### src/biquad_iir_filter_core_assert.svh
// assertion macros for the biquad filter core
// no dependencies; included by the top level only
`ifndef BIQUAD_IIR_FILTER_CORE_ASSERT_SVH
`define BIQUAD_IIR_FILTER_CORE_ASSERT_SVH

// same-cycle implication, checked on the rising clock edge outside reset
`define BQF_ASSERT_IMP(label, clk, rst, ante, cons, msg) \
   label: assert property (@(posedge clk) disable iff (rst) (ante) |-> (cons)) \
      else $error(msg);

// next-cycle implication, checked on the rising clock edge outside reset
`define BQF_ASSERT_NXT(label, clk, rst, ante, cons, msg) \
   label: assert property (@(posedge clk) disable iff (rst) (ante) |=> (cons)) \
      else $error(msg);

`endif

### src/bqf_pkg.sv
// shared types and constants of the biquad filter core
// no dependencies; used by the interfaces and every module
`default_nettype none

package bqf_pkg;

   // sample and coefficient formats
   localparam int SAMPLE_WIDTH   = 16;
   localparam int COEF_WIDTH     = 20;
   localparam int COEF_FRAC_BITS = 16;

   // feed-forward taps: current input and two inputs back
   localparam int NUM_TAPS = 3;

   // product and accumulator widths, with headroom for five products
   localparam int PROD_WIDTH = SAMPLE_WIDTH + COEF_WIDTH;
   localparam int ACC_WIDTH  = PROD_WIDTH + 3;

   // register file
   localparam int NUM_CSR         = 5;
   localparam int CSR_INDEX_WIDTH = $clog2(NUM_CSR);

   typedef enum logic [CSR_INDEX_WIDTH-1:0] {
      CSR_B0,
      CSR_B1,
      CSR_B2,
      CSR_A1,
      CSR_A2
   } csr_index_type;

   typedef logic signed [SAMPLE_WIDTH-1:0] sample_type;
   typedef logic signed [COEF_WIDTH-1:0]   coef_type;
   typedef logic signed [PROD_WIDTH-1:0]   prod_type;
   typedef logic signed [ACC_WIDTH-1:0]    acc_type;

   // unity gain in coefficient format
   localparam coef_type COEF_ONE = COEF_WIDTH'(1) << COEF_FRAC_BITS;

   // control of one tap cell
   typedef struct packed {
      logic shift;   // take the neighbour's sample into the history
      logic mult;    // capture the product of the held sample
   } cell_ctrl_type;

   // control of the feedback stage
   typedef struct packed {
      logic load;    // feed-forward sum moves into the output register
      logic take;    // result transfer on the output channel
   } fb_ctrl_type;

   // feed-forward sum travelling into the feedback stage
   typedef struct packed {
      acc_type acc;
      logic    block_end;
   } ff_item_type;

   // finished result held in the output register
   typedef struct packed {
      sample_type sample;
      logic       clipped;
      logic       block_end;
   } result_type;

endpackage

`default_nettype wire

### src/bqf_fb_stage.sv
// feedback stage: output history, feedback products, rounding, saturation
// and the output register; depends on bqf_pkg
`default_nettype none

module bqf_fb_stage (
   input  logic                 clock,
   input  logic                 reset,
   input  bqf_pkg::fb_ctrl_type ctrl,
   input  bqf_pkg::ff_item_type item,
   input  bqf_pkg::coef_type    coef_a1,
   input  bqf_pkg::coef_type    coef_a2,
   output logic                 valid,
   output bqf_pkg::result_type  result
);
   import bqf_pkg::*;

   localparam acc_type ROUND_BIAS = ACC_WIDTH'(1) << (COEF_FRAC_BITS - 1);
   localparam acc_type SAT_MAX =
      {{(ACC_WIDTH - SAMPLE_WIDTH + 1){1'b0}}, {(SAMPLE_WIDTH - 1){1'b1}}};
   localparam acc_type SAT_MIN =
      {{(ACC_WIDTH - SAMPLE_WIDTH + 1){1'b1}}, {(SAMPLE_WIDTH - 1){1'b0}}};

   sample_type y1_ff, y1_in;
   sample_type y2_ff, y2_in;
   logic       valid_ff, valid_in;
   result_type result_ff, result_in;

   prod_type   fb1;
   prod_type   fb2;
   acc_type    total;
   acc_type    scaled;
   sample_type y_next;
   logic       clip_next;

   // feedback products from the two previous outputs
   always_comb begin
      fb1 = PROD_WIDTH'(coef_a1) * PROD_WIDTH'(y1_ff);
      fb2 = PROD_WIDTH'(coef_a2) * PROD_WIDTH'(y2_ff);
   end

   // round to nearest, ties upwards, then clamp to the sample range
   always_comb begin
      total  = item.acc - ACC_WIDTH'(fb1) - ACC_WIDTH'(fb2) + ROUND_BIAS;
      scaled = total >>> COEF_FRAC_BITS;
      if (scaled > SAT_MAX) begin
         y_next    = SAT_MAX[SAMPLE_WIDTH-1:0];
         clip_next = 1'b1;
      end else if (scaled < SAT_MIN) begin
         y_next    = SAT_MIN[SAMPLE_WIDTH-1:0];
         clip_next = 1'b1;
      end else begin
         y_next    = scaled[SAMPLE_WIDTH-1:0];
         clip_next = 1'b0;
      end
   end

   // history and output register advance together
   always_comb begin
      y1_in     = y1_ff;
      y2_in     = y2_ff;
      result_in = result_ff;
      valid_in  = valid_ff & ~ctrl.take;
      if (ctrl.load) begin
         y1_in            = y_next;
         y2_in            = y1_ff;
         result_in.sample    = y_next;
         result_in.clipped   = clip_next;
         result_in.block_end = item.block_end;
         valid_in         = 1'b1;
      end
   end

   always_ff @(posedge clock) begin
      if (reset) begin
         y1_ff    <= '0;
         y2_ff    <= '0;
         valid_ff <= 1'b0;
      end else begin
         y1_ff    <= y1_in;
         y2_ff    <= y2_in;
         valid_ff <= valid_in;
      end
   end

   always_ff @(posedge clock) begin
      result_ff <= result_in;
   end

   assign valid  = valid_ff;
   assign result = result_ff;

endmodule

`default_nettype wire

### config.mk
export PLATFORM = sky130hd
export DESIGN_NAME = bqf_fb_stage
export DESIGN_NICKNAME = d
export VERILOG_FILES = /design/src/biquad_iir_filter_core_assert.svh /design/src/bqf_pkg.sv /design/src/bqf_fb_stage.sv
export SDC_FILE = /design/constraint.sdc
export NUM_CORES = 2
export LEC_CHECK = 0
export BUFFER_PORTS_ARGS = -buffer_cell sky130_fd_sc_hd__buf_2
export CAP_MARGIN = 25
export CORE_MARGIN = 8
export CORE_UTILIZATION = 41
export CTS_CLUSTER_DIAMETER = 80
export DETAILED_ROUTE_END_ITERATION = 8
export HOLD_SLACK_MARGIN = 0.02
export PLACE_DENSITY_LB_ADDON = 0.1
export SLEW_MARGIN = 20
export SYNTH_ARGS = -nofsm -noshare
export SYNTH_HDL_FRONTEND = slang
export SYNTH_SLANG_ARGS = --single-unit
### constraint.sdc
create_clock -name clock -period 18.67 [get_ports clock]
set_input_delay 1.867 -clock clock [delete_from_list [all_inputs] [get_ports clock]]
set_output_delay 1.867 -clock clock [all_outputs]
set_load 0.005 [all_outputs]
# ---- Word level (Yosys, flattened, before mapping)
# Index checks and enable logic that the tools add are counted.
# W data, S select, Z words.
dict set report op_classes {
  multipliers 2
  addsub 3
  n_mux 4
  order_cmp 2
  n_bitwise 2
}
# operator count
set ops {}
lappend ops {{$sub A39 B36 Y39} 2}
lappend ops {{$mul A20 B16 Y36} 2}
lappend ops {{$add A39 B17 Y39 const B} 1}
lappend ops {{$mux W16} 2}
lappend ops {{$gt A23 B16 Y1 const B} 1}
lappend ops {{$lt A23 B16 Y1 const B} 1}
lappend ops {{$mux W1} 2}
lappend ops {{$and A1 B1 Y1} 1}
lappend ops {{$not A1 Y1} 1}
dict set report totals {
  in_bits 84
  wordCells 19
  regBits 51
  out_inout_bits 19
}

# ---- Longest topological paths before layout
dict set report logic_depth {
  word_depth 7
  ltp_mapped 30
  depth_no_buf 27
}

# ---- Worst setup path after synthesis
# No wires, ideal clock.
dict set report synth_path {
  path_type {input to register}
  from {input coef_a2[19]}
  to {register y1_ff[10]}
  slack_ns 8.897
  path_buffers 2
  cell_stages 27
  required_ns 18.526
  t_arrival_ns 9.629
  setup_ns 0.144
  path_cell_list {clkbuf_1 > nand2_1 > fa_1 > inv_1 > fa_1 > inv_1 > fa_1 > fa_1 > inv_1 > fa_1 > fa_1 > inv_1 > fa_1 > inv_1 > fa_1 > inv_1 > ha_1 > a21o_1 > a31oi_1 > a32oi_1 > or4_1 > o311ai_1 > a211oi_1 > or4_4 > o41ai_4 > buf_6 > a2111oi_2}
}
dict set report synth_between {
  elab_chain_cells 6
  elab_cells_between_ends 7
  cone_classes {add/sub: 2; mul: 1; order compare: 2; mux: 2}
}
# element line
set synth_lines {}
lappend synth_lines {{start: declaration} bqf_fb_stage.sv:11} ;# input bqf_pkg::coef_type coef_a2,
lappend synth_lines {{$mul A20 B16 Y36 (*)} bqf_fb_stage.sv:38} ;# fb2 = PROD_WIDTH'(coef_a2) * PROD_WIDTH'(y2_ff);
lappend synth_lines {{$sub A39 B36 Y39 (*)} bqf_fb_stage.sv:43} ;# total = item.acc - ACC_WIDTH'(fb1) - ACC_WIDTH'(fb2) + ROUND_BIAS;
lappend synth_lines {{$add A39 B17 Y39 (*)} bqf_fb_stage.sv:43}
lappend synth_lines {{$lt A23 B16 Y1} bqf_fb_stage.sv:48} ;# end else if (scaled < SAT_MIN) begin
lappend synth_lines {{$mux W16} bqf_fb_stage.sv:48}
lappend synth_lines {{$mux W16 (*)} bqf_fb_stage.sv:45} ;# if (scaled > SAT_MAX) begin
lappend synth_lines {{end signal: assignment} bqf_fb_stage.sv:79} ;# y1_ff <= y1_in;
lappend synth_lines {{end: declaration} bqf_fb_stage.sv:23} ;# sample_type y1_ff, y1_in;
# Mark *: on every way between the ends. The rest lies on a longest branch, timed or not.
# A chain may end at the register's enable or synchronous reset.

# ---- Worst setup path in the final report
dict set report layout_path {
  from {input coef_a2[19]}
  to {register y1_ff[2]}
}
# Same word-level chain as after synthesis.

==> flow_metrics.env <==
export IMPL_clk_latency_ps=320
export IMPL_yosys_area_share_simple_pct=13.95
export IMPL_finalWirelength_mm=82.14
export IMPL_grt_max_degree=52
export IMPL_slew_headroom_pct=25.75
export IMPL_root_buffer="clkbuf_16"
export IMPL_io_pins=103
export IMPL_cpPeakStageDelay_ps=640
export IMPL_critPathMostFrequentCell="fa_1"
export IMPL_totalNegativeSetupSlack_ps=0
export IMPL_cts_tree="yes"
export IMPL_area_growth_pct=5.460
export IMPL_rsz0062_at_grt="false"
export IMPL_netlist_top_cells_area="fa_1 55%, inv_1 11%, ha_1 8.2%"
export IMPL_layout_common_cells="853 x inv_1, 773 x fa_1, 320 x nand2_1"
export IMPL_numPlacedInstances=3911
export IMPL_synth_xor_area_share_pct=1.253
export IMPL_cap_viol_max_count=0
export IMPL_viasPerCell=4.922
export IMPL_crit_slowest_cell="xor2_2"
export IMPL_synth_compound_area_share_pct=4.278
export IMPL_core_um2=68590
export IMPL_initial_core_util_pct=41.36
export IMPL_crit_family="adder cells"
export IMPL_post_cts_resized=0
export IMPL_synth_top_area_cell="fa_1"
export IMPL_syn_area_per_cell_um2=9.501
export IMPL_wl_per_cell_um=20.93
export IMPL_grt_pass1_vias=22770
export IMPL_cts_hold_buffers=0
export IMPL_netlist_instances=2986
export IMPL_ys_seq_area_share_pct=4.234
export IMPL_r2r_end="y1_ff[2]"
export IMPL_yosysWarnings=0
export IMPL_startpoint_type="input port"
export IMPL_finalNetCount=4034
export IMPL_setup_viol=0
export IMPL_rr_startpoint="y2_ff[5]"
export IMPL_max_freq_ghz=0.09245
export IMPL_postCtsSetupBuffers=0
export IMPL_min_path_type="flip-flop to flip-flop"
export IMPL_regArea_um2=1205
export IMPL_final_hold_viol_count=0
export IMPL_synth_edff_count=18
export IMPL_synth_top_family_by_area="adder cells"
export IMPL_htreeDepth=2
export IMPL_die_x_um=279.1
export IMPL_holdPathEnd="valid"
export IMPL_critPathCaptureType="flip-flop"
export IMPL_rows=96
export IMPL_finClkSkew_ps=7.019
export IMPL_worstMarginPinSlew_ps=1110
export IMPL_syn_area_um2=28370
export IMPL_mostFrequentLayoutCell="inv_1"
export IMPL_stdcell_count=3924
export IMPL_antenna_found_initial=1
export IMPL_clock_path_buffers=2
export IMPL_final_util_pct=43.62
export IMPL_dr_wl_met2_mm=47.39
export IMPL_grt_usage_pct=22.11
export IMPL_synth_fa_ha_area_share_pct=62.71
export IMPL_nFillCells=6798
export IMPL_grt_overflow=0
export IMPL_vias=19320
export IMPL_critPathKind="input port to flip-flop"
export IMPL_grt_pass1_wl_mm=131.4
export IMPL_synth_ff_type="dfxtp_1"
export IMPL_place_congestion=0.8966
export IMPL_synth_top_cell_area_share_pct=54.55
export IMPL_port_buffers=102
export IMPL_min_path_cells=2
export IMPL_rr_worst_depth=24
export IMPL_reg2reg_slack_ps=8900
export IMPL_hpwl_mm=70.90
export IMPL_crit_path_max_fanout=16
export IMPL_yosysUniqueCellTypes=59
export IMPL_arrival_ps=11000
export IMPL_wl_met1_mm=29.42
export IMPL_synth_seq_cells=51
export IMPL_drive_above_1_share_pct=5.312
export IMPL_die_area_um2=77870
export IMPL_highest_signal_layer="met4"
export IMPL_status="finished, final reports clean"
export IMPL_hold_path_startpoint="valid"
export IMPL_multiInputGateArea_um2=23490
export IMPL_maxSlewViolCount=0
export IMPL_clk_pin_slew_ps=80
export IMPL_drt_iter0_markers=751
export IMPL_dp_slack_ps=7571
export IMPL_ant_nets=0
export IMPL_fin_ws_ps=7853
export IMPL_required_ps=18850
export IMPL_die_height_um=279.1
export IMPL_yosys_mux_area_fraction_pct=0.5998
export IMPL_drc_errors=0
export IMPL_numCtsBuffers=5
export IMPL_wl_met3_mm=1.518
export IMPL_crit_buf_inv=7
export IMPL_syn_num_nets=4028
export IMPL_drtPass1Iterations=5
export IMPL_finalCriticalPeriod_ps=10820
export IMPL_ys_async_sr_fraction_pct=0
export IMPL_finalCritPeriodShare_pct=57.94
export IMPL_cts_sinks=51
export IMPL_antenna_cells=0
-- synthesized netlist by cell type (4+ instances only) --
cell type  count
o21ai_0       19
a211oi_1      10
o21a_1         7
nor3_1         9
nand3_1        7
dfxtp_1       33
a31oi_1        7
inv_1        853
mux2i_1       17
a311o_1       10
buf_2          4
a2111oi_0      4
nor2b_1       22
a21oi_1       36
clkbuf_1     119
a2111oi_2     12
edfxtp_1      18
o211ai_1       4
nor2_1        75
o21bai_1       4
and2_1       316
xor2_1        14
nand4_1        6
nand2b_1      18
a211o_1        6
a21o_1        14
fa_1         773
xnor2_1       21
nand2_1      320
ha_1         185
-- worst register-to-register path: stages (launching register included) --
cell and delay, ps:
dfxtp_1 910, and2_1 310, fa_1 490, fa_1 500, inv_1 480, fa_1 520
inv_1 90, fa_1 430, fa_1 530, inv_1 60, fa_1 490, fa_1 490
inv_1 50, fa_1 480, inv_1 40, ha_1 460, nand4_1 210, nor3_1 410
o211ai_1 140, a211oi_1 340, or2_1 210, a21o_1 210, xor2_2 640, a31oi_2 610
a2111oi_0 540
-- layout make-up --
| cell class | count | area share (%) |
|---|---|---|
| tap | 931 | 3.893 |
| inverter | 853 | 10.70 |
| multi-input combinational | 1957 | 78.52 |
| timing repair buffer | 124 | 2.384 |
| clock inverter | 3 | 0.05855 |
| sequential | 51 | 4.027 |
| clock buffer | 5 | 0.4182 |
-- state kept, by name, indices dropped and copies added (netlist names) --
register,cells
valid,1
result,18
y1_ff,16
y2_ff,16
-- worst max path at each step --
| stage | start | end | slack, ps | cells after the start |
|---|---|---|---|---|
| after floorplan | coef_a2[19] | y1_ff[10] | 8900 | 27 |
| after global routing | coef_a2[19] | y1_ff[4] | 7330 | 26 |
| after global placement | coef_a2[19] | result[2] | 7570 | 23 |
| after CTS | coef_a2[19] | y1_ff[2] | 7900 | 24 |
| final | coef_a2[19] | y1_ff[2] | 7850 | 26 |
| after detailed placement | coef_a2[19] | y1_ff[2] | 7570 | 24 |
-- through the flow --
step           hold slack, ps  instance area [um^2]
2_1_floorplan           465.8                 28370
3_3_place_gp            611.7                 29680
3_5_place_dp            610.9                 29710
4_1_cts                 626.4                 29850
5_1_grt                 672.7                 29920
6_report                631.2                 29920
-- cells by family (layout without fill, tap and decap cells) --
kind of cell | Yosys count | in the layout
xor gates and xnor gates | 38 | 38
adders and majority gates | 958 | 958
AOI/OAI and AO/OA | 153 | 153
DFF | 51 | 51
buffers and inverters | 978 | 985
and+or+nand+nor | 791 | 791
muxes | 17 | 17
-- routing by layer --
| layer | vias up | GRT usage, % |
|---|---|---|
| li1 | 8538 | - |
| met4 | 0 | 8.717 |
| met2 | 330 | 44.56 |
| met5 | - | 0 |
| met1 | 10320 | 24.04 |
| met3 | 132 | 0.7597 |
Power is left out: the tool's default activity adds up to more than one toggle a clock period on the data nets, which glitch-free logic cannot reach.
