--- config.mk ---
export PLATFORM = sky130hd
export DESIGN_NAME = bqf_tap_cell
export DESIGN_NICKNAME = d
export VERILOG_FILES = /design/src/biquad_iir_filter_core_assert.svh /design/src/bqf_pkg.sv /design/src/bqf_tap_cell.sv
export SDC_FILE = /design/constraint.sdc
export NUM_CORES = 1
export LEC_CHECK = 0
export BUFFER_PORTS_ARGS = -buffer_cell sky130_fd_sc_hd__buf_2
export CORE_UTILIZATION = 55
export CTS_BUF_LIST = sky130_fd_sc_hd__clkbuf_2
export DETAILED_ROUTE_END_ITERATION = 7
export PLACE_DENSITY = 0.8
export SKIP_LAST_GASP = 1
export SYNTH_ARGS = -nofsm -noshare
export SYNTH_HDL_FRONTEND = slang
export SYNTH_SLANG_ARGS = --single-unit
--- constraint.sdc ---
create_clock -name clock -period 5.94 [get_ports clock]
set_input_delay 0.594 -clock clock [delete_from_list [all_inputs] [get_ports clock]]
set_output_delay 0.594 -clock clock [all_outputs]
set_load 0.05 [all_outputs]
--- src/biquad_iir_filter_core_assert.svh ---
// assertion macros for the biquad filter core
// no dependencies; included by the top level only
`ifndef BIQUAD_IIR_FILTER_CORE_ASSERT_SVH
`define BIQUAD_IIR_FILTER_CORE_ASSERT_SVH

// same-cycle implication, checked on the rising clock edge outside reset
`define BQF_ASSERT_IMP(label, clk, rst, ante, cons, msg) \
   label: assert property (@(posedge clk) disable iff (rst) (ante) |-> (cons)) \
      else $error(msg);

// next-cycle implication, checked on the rising clock edge outside reset
`define BQF_ASSERT_NXT(label, clk, rst, ante, cons, msg) \
   label: assert property (@(posedge clk) disable iff (rst) (ante) |=> (cons)) \
      else $error(msg);

`endif

--- src/bqf_pkg.sv ---
// shared types and constants of the biquad filter core
// no dependencies; used by the interfaces and every module
`default_nettype none

package bqf_pkg;

   // sample and coefficient formats
   localparam int SAMPLE_WIDTH   = 16;
   localparam int COEF_WIDTH     = 20;
   localparam int COEF_FRAC_BITS = 16;

   // feed-forward taps: current input and two inputs back
   localparam int NUM_TAPS = 3;

   // product and accumulator widths, with headroom for five products
   localparam int PROD_WIDTH = SAMPLE_WIDTH + COEF_WIDTH;
   localparam int ACC_WIDTH  = PROD_WIDTH + 3;

   // register file
   localparam int NUM_CSR         = 5;
   localparam int CSR_INDEX_WIDTH = $clog2(NUM_CSR);

   typedef enum logic [CSR_INDEX_WIDTH-1:0] {
      CSR_B0,
      CSR_B1,
      CSR_B2,
      CSR_A1,
      CSR_A2
   } csr_index_type;

   typedef logic signed [SAMPLE_WIDTH-1:0] sample_type;
   typedef logic signed [COEF_WIDTH-1:0]   coef_type;
   typedef logic signed [PROD_WIDTH-1:0]   prod_type;
   typedef logic signed [ACC_WIDTH-1:0]    acc_type;

   // unity gain in coefficient format
   localparam coef_type COEF_ONE = COEF_WIDTH'(1) << COEF_FRAC_BITS;

   // control of one tap cell
   typedef struct packed {
      logic shift;   // take the neighbour's sample into the history
      logic mult;    // capture the product of the held sample
   } cell_ctrl_type;

   // control of the feedback stage
   typedef struct packed {
      logic load;    // feed-forward sum moves into the output register
      logic take;    // result transfer on the output channel
   } fb_ctrl_type;

   // feed-forward sum travelling into the feedback stage
   typedef struct packed {
      acc_type acc;
      logic    block_end;
   } ff_item_type;

   // finished result held in the output register
   typedef struct packed {
      sample_type sample;
      logic       clipped;
      logic       block_end;
   } result_type;

endpackage

`default_nettype wire

--- src/bqf_tap_cell.sv ---
// one feed-forward tap cell: a history sample and its registered product
// depends on bqf_pkg
`default_nettype none

module bqf_tap_cell (
   input  logic                   clock,
   input  logic                   reset,
   input  bqf_pkg::cell_ctrl_type ctrl,
   input  bqf_pkg::coef_type      coef,
   input  bqf_pkg::sample_type    sample_in,
   output bqf_pkg::sample_type    hist_out,
   output bqf_pkg::prod_type      prod_out
);
   import bqf_pkg::*;

   sample_type hist_ff, hist_in;
   prod_type   prod_ff, prod_in;

   // history shifts along the row on every input transfer
   always_comb begin
      hist_in = ctrl.shift ? sample_in : hist_ff;
   end

   // tap product of the held sample
   always_comb begin
      prod_in = ctrl.mult ? PROD_WIDTH'(coef) * PROD_WIDTH'(hist_ff) : prod_ff;
   end

   always_ff @(posedge clock) begin
      if (reset) begin
         hist_ff <= '0;
      end else begin
         hist_ff <= hist_in;
      end
   end

   always_ff @(posedge clock) begin
      prod_ff <= prod_in;
   end

   assign hist_out = hist_ff;
   assign prod_out = prod_ff;

endmodule

`default_nettype wire

==> Yosys cells after proc, flatten, opt, wreduce, memory -nomap -nowiden <==
Index checks and enable logic that the tools add are counted.
{ "classes": {"multipliers": 1} }
{ "ops": {"columns": ["operator", "count"], "rows": [
  ["multiplier 20 x 16 -> 36 bit", 1]
]} }
{ "totals": {"register_bits": 52} }

==> Longest topological paths before layout <==
Gate-level depths: netlist (run 1).
{ "depth": {"ltp_word": 1, "depth_mapped": 23, "depth_no_buf": 21} }

==> Worst setup path before layout (run 1) <==
No wires, ideal clock.
{ "synth_path": {"path_kind": "reg2reg", "from": "register hist_ff[15], in the netlist hist_out[15]", "to": "register prod_ff[35], in the netlist prod_out[35] (data pin)", "path_stages_with_launch": 21, "setup_time_ns": 0.259, "path_buffers": 1, "slack_ns": -0.210, "arrival_time_ns": 5.891, "cell_sequence": "dfxtp_1 -> clkinv_1 -> clkbuf_1 -> nor2_1 -> fa_1 -> fa_1 -> fa_1 -> fa_1 -> fa_1 -> inv_1 -> fa_1 -> inv_1 -> ha_1 -> a21o_1 -> a21o_1 -> a21oi_1 -> o21ai_1 -> o21ai_1 -> a31oi_1 -> o2111a_1 -> a211o_1"} }
{ "synth_via": {"elab_chain_cells": 1} }
{ "synth_lines": {"columns": ["element", "line_no", "text"], "rows": [
  ["start: declaration", "bqf_tap_cell.sv:16", "sample_type hist_ff, hist_in;"],
  ["start signal: assignment", "bqf_tap_cell.sv:33", "hist_ff <= hist_in;"],
  ["multiplier 20 x 16 -> 36 bit", "bqf_tap_cell.sv:26", "prod_in = ctrl.mult ? PROD_WIDTH'(coef) * PROD_WIDTH'(hist_ff) : prod_ff;"],
  ["end signal: assignment", "bqf_tap_cell.sv:38", "prod_ff <= prod_in;"],
  ["end: declaration", "bqf_tap_cell.sv:17", "prod_type prod_ff, prod_in;"]
]} }
Every way passes these cells.
A chain may end at the register's enable or synchronous reset.

==> Final worst setup path (run 1) <==
{ "layout_path": {"from": "register hist_ff[4], in the netlist hist_out[4]", "to": "register prod_ff[30], in the netlist prod_out[30] (data pin)"} }
Same word-level chain as after synthesis.

==> metrics.yaml, run 1 <==
status:
  outcome: "finished clean"
global_routing:
  grt_max_degree: 37
  grt_pass1_vias: 11338
  busiest_layer: "met2"
  antenna_found_initial: 0
  grt.met2_usage_pct: 51.6
  use_met3_pct: 3.03
  grt.total_usage_pct: 29.0
  grt_pass1_wl_mm: 56.7
  grtUsageMet1_pct: 34.4
  grt_overflow: 0
pwr:
  vdd_drop_max_mv: 0.824
  p_comb_share_pct: 86.2
  p_leak_nw: 8.29
  power.share.clock_pct: 3.0
  netSwitchingPower_mw: 3.33
  p_seq_share_pct: 10.8
  netSwitchingFraction_pct: 50.5
  p_int_mw: 3.26
  power.density_nw_per_um2: 409
die:
  initial_core_util_pct: 55.8
  ios: 92
  fp.dieH_um: 159
  die-area_um2: 25300
  core_um2: 24200
  dieWidth_um: 159
  num_rows: 57
final_layout:
  nFillCells: 1827
  final_common_cell: "inv_1"
  drive_gt1_share_pct: 22.6
  multiInputGateArea_um2: 11000
  mostFrequentLayoutCells: "340 x inv_1, 304 x fa_1, 163 x nand2_1"
  final_area_um2: 16100
  final_cells: 1966
  syn_to_final_growth_pct: 18.9
  n_antenna_cell: 0
  nets: 2089
  seq_area_um2: 1450
hold_path:
  min_from: "sample_in[3]"
  whs_path_depth: 3
  hold_end: "hist_out[3]"
  hold_class: "input pin to flop"
route:
  dr.pass1.iters: 7
  totalWireLength_mm: 36.1
  dr_total_vias: 10575
  wl_per_cell_um: 18.3
  drc_errors: 0
  vias_per_cell: 5.38
  dr.first_iter.drc_count: 668
  ant_nets: 0
setup_path:
  crit_buf_inv: 5
  crit_arrival_ns: 6.29
  endpoint_kind: "flop"
  path_delay_family: "adder cells"
  cp.required_ns: 6.34
  regToRegSetupSlack_ns: 0.05
  worstSetupPathType: "flop to flop"
  cp_common_cell: "fa_1"
  r2r-end: "prod_out[30]"
  worstPathCellList: "buf_6, and2_4, fa_1, inv_2, fa_1, fa_1, fa_1, inv_1, fa_1, fa_1, ha_4, nand3_4, buf_4, a21oi_1, nor4_4, nor3_4, o211ai_1, a21oi_2, buf_4, xor2_1"
  critPathLaunchType: "flop"
  crit_path_top_delay_cell: "fa_1"
  max_stage_delay_ns: 0.53
  rr_startpoint: "hist_out[4]"
  reg2reg_depth: 20
  crit_fanout: 7
  cp.depth: 20
timing:
  fin_crit_sh_pct: 99.2
  tightest_slew_ns: 0.858
  min_period_ns: 5.89
  max_slew_margin_pct: 42.8
  skew_ns: 0.0362
  setup-violations-final: 0
  report.final.slew_viol_count: 0
  rsz0062_at_grt: "yes"
  finalHoldViolations: 0
  fmax_ghz: 0.170
  finalSetupTns_ns: 0
run:
  cap_violations: 0
clock_tree:
  htreeDepth: 2
  cts_root_buffer: "clkbuf_2"
  cts_tree: "done"
  clk_pin_slew_ns: 0.29
  clockBufferDepth: 2
  clock_latency_ns: 0.52
  clock_sinks: 52
  cts_buffers: 5
synth:
  synth_seq_area_share_pct: 10.3
  synth_cell_types: 47
  ys_warn_count: 0
  synthTopCellsByArea: "fa_1 47%, inv_1 9.7%, ha_1 8.3%"
  dominantRegCellSynth: "edfxtp_1"
  syn_area_um2: 13500
  syn_avg_cell_area_um2: 9.50
  synthCells: 1425
  synth_top_area_cell: "fa_1"
  synth_edf_count: 36
  synthArstFlopShare_pct: 0
  synth_top_area_share_pct: 47.0
  ys_seq_elements: 52
  postSynthNetCount: 1873
place:
  placed_area_um2: 15400
  place.gp.congestion: 0.975
  dp.cells: 1932
  hpwlAfterDp_mm: 29.4
  port_buffers: 91
-- metrics by stage --
step           power [mW]  hold WS, ns  util (%)  setup WS, ns
2_1_floorplan        4.00        0.630         -       0.00691
3_3_place_gp         5.54        0.631      63.3        -0.345
3_5_place_dp         5.72        0.654      63.3        -0.440
4_1_cts              6.04        0.264      64.4      -0.00666
5_1_grt              7.16        0.260      66.4        -0.172
6_report             6.59        0.287      66.4        0.0454
-- tightest hold or removal path, delay by kind of cell --
family | cells | cell delay [ns]
muxes | 1 | 0.05
and+or+nand+nor | 1 | 0.08
buffers and inverters | 1 | 0.08
-- repair_timing --
action,CTS,global route
pin swaps,25,62
setup buffers,8,18
resized for setup,33,88
setup endpoints to repair,8,15
hold buffers,0,0
-- sequential cells by signal, indices dropped and copies added (netlist names) --
name	flops
hist_out	16
prod_out	36
-- power by group through the flow --
| stage | registers [mW] | logic (mW) | clock network, mW |
|---|---|---|---|
| after global placement | 0.726 | 4.81 | 0 |
| final | 0.711 | 5.68 | 0.196 |
| after global routing | 0.719 | 6.23 | 0.213 |
| after CTS | 0.712 | 5.13 | 0.197 |
| after floorplan | 1.11 | 2.88 | 0 |
| after detailed placement | 0.724 | 5.00 | 0 |
-- kinds of logic (layout without fill, tap and decap cells) --
| group | after synthesis | count (layout) | synth area share [%] |
|---|---|---|---|
| muxes | 16 | 16 | 1.18 |
| AOI/OAI and AO/OA | 85 | 85 | 4.06 |
| adders and majority gates | 408 | 408 | 55.3 |
| buffers and inverters | 409 | 626 | 11.3 |
| DFF | 52 | 52 | 10.3 |
| and+or+nand+nor | 417 | 417 | 15.3 |
| xor gates and xnor gates | 38 | 38 | 2.46 |
-- layout make-up --
cell class,count,area share (%)
Tap cell,324,2.52
Clock inverter,3,0.233
Multi-Input combinational cell,964,68.1
Sequential cell,52,8.98
Clock buffer,5,0.155
Timing Repair Buffer,266,11.8
Inverter,352,8.22
-- cells in the mapped netlist, types with 4 or more instances --
cell and count:
xor2_1 9, clkbuf_1 55, a21o_1 9, nor2b_1 5, o21ai_0 18, inv_1 351
dfxtp_1 16, and3_1 4, and2_1 152, fa_1 318, mux2i_1 16, nor2_1 54
a31oi_1 4, nand3_1 7, xnor2_1 29, nand2_1 169, nor3_1 4, a21oi_1 27
ha_1 90, nand2b_1 7, edfxtp_1 36
-- worst max-delay path by stage --
stage / start / to
floorplan: hist_out[8] / prod_out[35]
global placement: coef[8] / prod_out[35]
detailed placement: coef[7] / prod_out[35]
CTS: hist_out[4] / prod_out[35]
global route: hist_out[4] / prod_out[30]
finish: hist_out[4] / prod_out[30]
-- metal layers --
layer / wire [um] / vias to the layer above
met5: 0 / -
met4: 2220 / 0
met3: 2200 / 128
met2: 19200 / 438
met1: 12400 / 5403
li1: - / 4606
(Power assumes the default switching activity.)
==> inputs of run 2 (changes only) <==
--- a/config.mk
+++ b/config.mk
@@ -9,7 +9,7 @@
 export CORE_UTILIZATION = 55
 export CTS_BUF_LIST = sky130_fd_sc_hd__clkbuf_2
 export DETAILED_ROUTE_END_ITERATION = 7
-export PLACE_DENSITY = 0.8
+export PLACE_DENSITY = 0.88
 export SKIP_LAST_GASP = 1
 export SYNTH_ARGS = -nofsm -noshare
 export SYNTH_HDL_FRONTEND = slang
==> run 2 against run 1 <==
  * The run now ends with negative setup slack left
  * Non-clock buffer count down 12
  * Clock skew down 0.014 ns
  * Sequential power about the same
  * Power up 0.22%
  * Flip-flop and latch count unchanged
  * Worst setup slack worse by 0.11 ns
  * Clock power down 20%
  * Critical path depth up 3
  * Final area down 1.2%
  * Combinational power up 0.9%
  * Routed wire length up 3.3%
==> metrics.yaml, run 2 (same netlist as run 1, synthesis figures left out) <==
status:
  outcome: "finished, violations left"
  failed_checks: "negative setup slack"
clock_tree:
  clock_latency_ns: 0.53  # about the same
  clock_sinks: 52  # unchanged
  clk_pin_slew_ns: 0.29  # about the same
  cts_buffers: 5  # unchanged
  htreeDepth: 2  # unchanged
  clockBufferDepth: 2  # unchanged
  cts_root_buffer: "clkbuf_2"
  cts_tree: "done"
timing:
  fin_crit_sh_pct: 101  # +1.8 points
  worst_slack_ns: -0.0637  # -0.109 ns
  finalHoldViolations: 0  # unchanged
  finalSetupTns_ns: -0.168  # -0.168 ns
  skew_ns: 0.0218  # -0.0144 ns
  fin_hold_ws_ns: 0.274  # -0.0132 ns
  fmax_ghz: 0.167  # -1.8%
  report.final.slew_viol_count: 0  # unchanged
  tightest_slew_ns: 0.871  # +0.0122 ns
  rsz0062_at_grt: "yes"
  setup-violations-final: 4  # +4
  max_slew_margin_pct: 42.0  # -0.82 points
  min_period_ns: 6.00  # +0.109 ns
pwr:
  vdd_drop_max_mv: 0.559  # -32%
  power.density_nw_per_um2: 415  # +1.4%
  finalPower_mw: 6.60  # +0.22%
  p_leak_nw: 8.20  # -1.2%
final_layout:
  nets: 2077  # -0.57%
  utilization_pct: 65.6  # -0.79 points
  nFillCells: 1694  # -7.3%
  final_common_cell: "inv_1"
  largest_reg_flops: 36  # unchanged
  mostFrequentLayoutCells: "336 x inv_1, 304 x fa_1, 166 x nand2_1"
  drive_gt1_share_pct: 21.7  # -0.88 points
  syn_to_final_growth_pct: 17.5
  final_cells: 1955  # -0.56%
hold_path:
  whs_path_depth: 3  # unchanged
  hold_class: "input pin to flop"
  min_from: "sample_in[4]"
route:
  drc_errors: 0  # unchanged
  ant_nets: 0  # unchanged
  wl_per_cell_um: 19.1  # +3.9%
  dr.first_iter.drc_count: 901  # +35%
  dr_total_vias: 10883  # +2.9%
  vias_per_cell: 5.57  # +3.5%
  totalWireLength_mm: 37.2  # +3.3%
  dr.pass1.iters: 6  # -1
die:
  core_um2: 24200  # unchanged
  initial_core_util_pct: 55.8  # unchanged
  ios: 92  # unchanged
  die-area_um2: 25300  # unchanged
  num_rows: 57  # unchanged
  fp.dieH_um: 159  # unchanged
  dieWidth_um: 159  # unchanged
place:
  port_buffers: 91  # unchanged
  dp.cells: 1925  # -0.36%
  hpwlAfterDp_mm: 30.1  # +2.2%
  place.gp.congestion: 0.975  # about the same
setup_path:
  worstSetupPathType: "flop to flop"
  endpoint_kind: "flop"
  crit_path_top_delay_cell: "fa_2"
  worstPathCellList: "buf_12, buf_12, and2_1, fa_1, inv_1, fa_1, fa_2, inv_1, fa_2, fa_1, inv_1, fa_1, inv_1, ha_2, nor3_1, nor2_2, o41ai_4, o21ai_2, o21ai_2, a31oi_4, buf_4, or3_4, nand3_2"
  rr_startpoint: "hist_out[4]"
  max_stage_delay_ns: 0.56  # +0.03 ns
  crit_start: "hist_out[4]"
  cp.required_ns: 6.35  # about the same
  reg2reg_depth: 23  # +15%
  crit_arrival_ns: 6.42  # +0.13 ns
  critPathLaunchType: "flop"
  crit_fanout: 5  # -2
global_routing:
  grt_overflow: 0  # unchanged
  grt_max_degree: 37  # unchanged
  grt.total_usage_pct: 28.9  # -0.10 points
  grt_pass1_wl_mm: 57.2  # +0.96%
  antenna_found_initial: 1  # +1
  grt_pass1_vias: 11921  # +5.1%
run:
  cap_violations: 0  # unchanged
run 2: power by group:
| part | switching, mW | leakage [nW] | internal (mW) | total [mW] |
|---|---|---|---|---|
| sequential | 0.0513 | 0.494 | 0.663 | 0.714 |
| clock | 0.129 | 0.0281 | 0.0281 | 0.157 |
| combinational | 3.21 | 7.67 | 2.52 | 5.73 |
| total | 3.39 | 8.20 | 3.21 | 6.60 |
run 2: path summary, 6_finish.rpt:
path | to | slack (ns)
setup / recovery | prod_out[33] | -0.06
hold / removal | hist_out[4] | 0.27
setup reg to reg | prod_out[33] | -0.06
hold reg to reg | hist_out[14] | 0.62
run 2: area by class of cell:
class	instances	area [um^2]	area share [%]
tap	324	405	2.55
sequential	52	1450	9.09
clock buffer	6	30.0	0.189
multi-input combinational	964	10900	68.6
inverter	352	1330	8.33
timing repair buffer	254	1780	11.2
antenna	1	2.50	0.0157
clock inverter	2	7.51	0.0472
run 2: repair_timing:
action	in CTS	in global routing
setup buffers	2	19
pin swaps	0	60
hold buffers	0	0
endpoints found under the hold margin	0	0
resized for setup	11	96
setup endpoints to repair	7	15
run 2: metrics by stage:
step | instance area (um^2) | worst slack, ns
3_3_place_gp | 15300 | -0.265
3_5_place_dp | 15300 | -0.351
2_1_floorplan | 13600 | 0.00691
6_report | 15900 | -0.0637
4_1_cts | 15400 | -0.0570
5_1_grt | 15900 | -0.294
run 2: worst max-delay path: cells and delay by family, from the launching register on:
family	cells	cell delay [ns]
AO/OA/AOI/OAI	4	0.59
adder cells (fa/ha/maj)	7	3.26
buffers and inverters	7	0.64
flip-flops	1	0.43
AND/OR/NAND/NOR	5	0.96
run 2: metal layers:
| layer | share of wire [%] | global-route usage [%] | vias to the layer above |
|---|---|---|---|
| met5 | 0 | 0 | - |
| li1 | - | - | 4593 |
| met4 | 7.0 | 16.9 | 0 |
| met3 | 7.8 | 5.22 | 195 |
| met2 | 52 | 51.4 | 625 |
| met1 | 33 | 32.6 | 5470 |
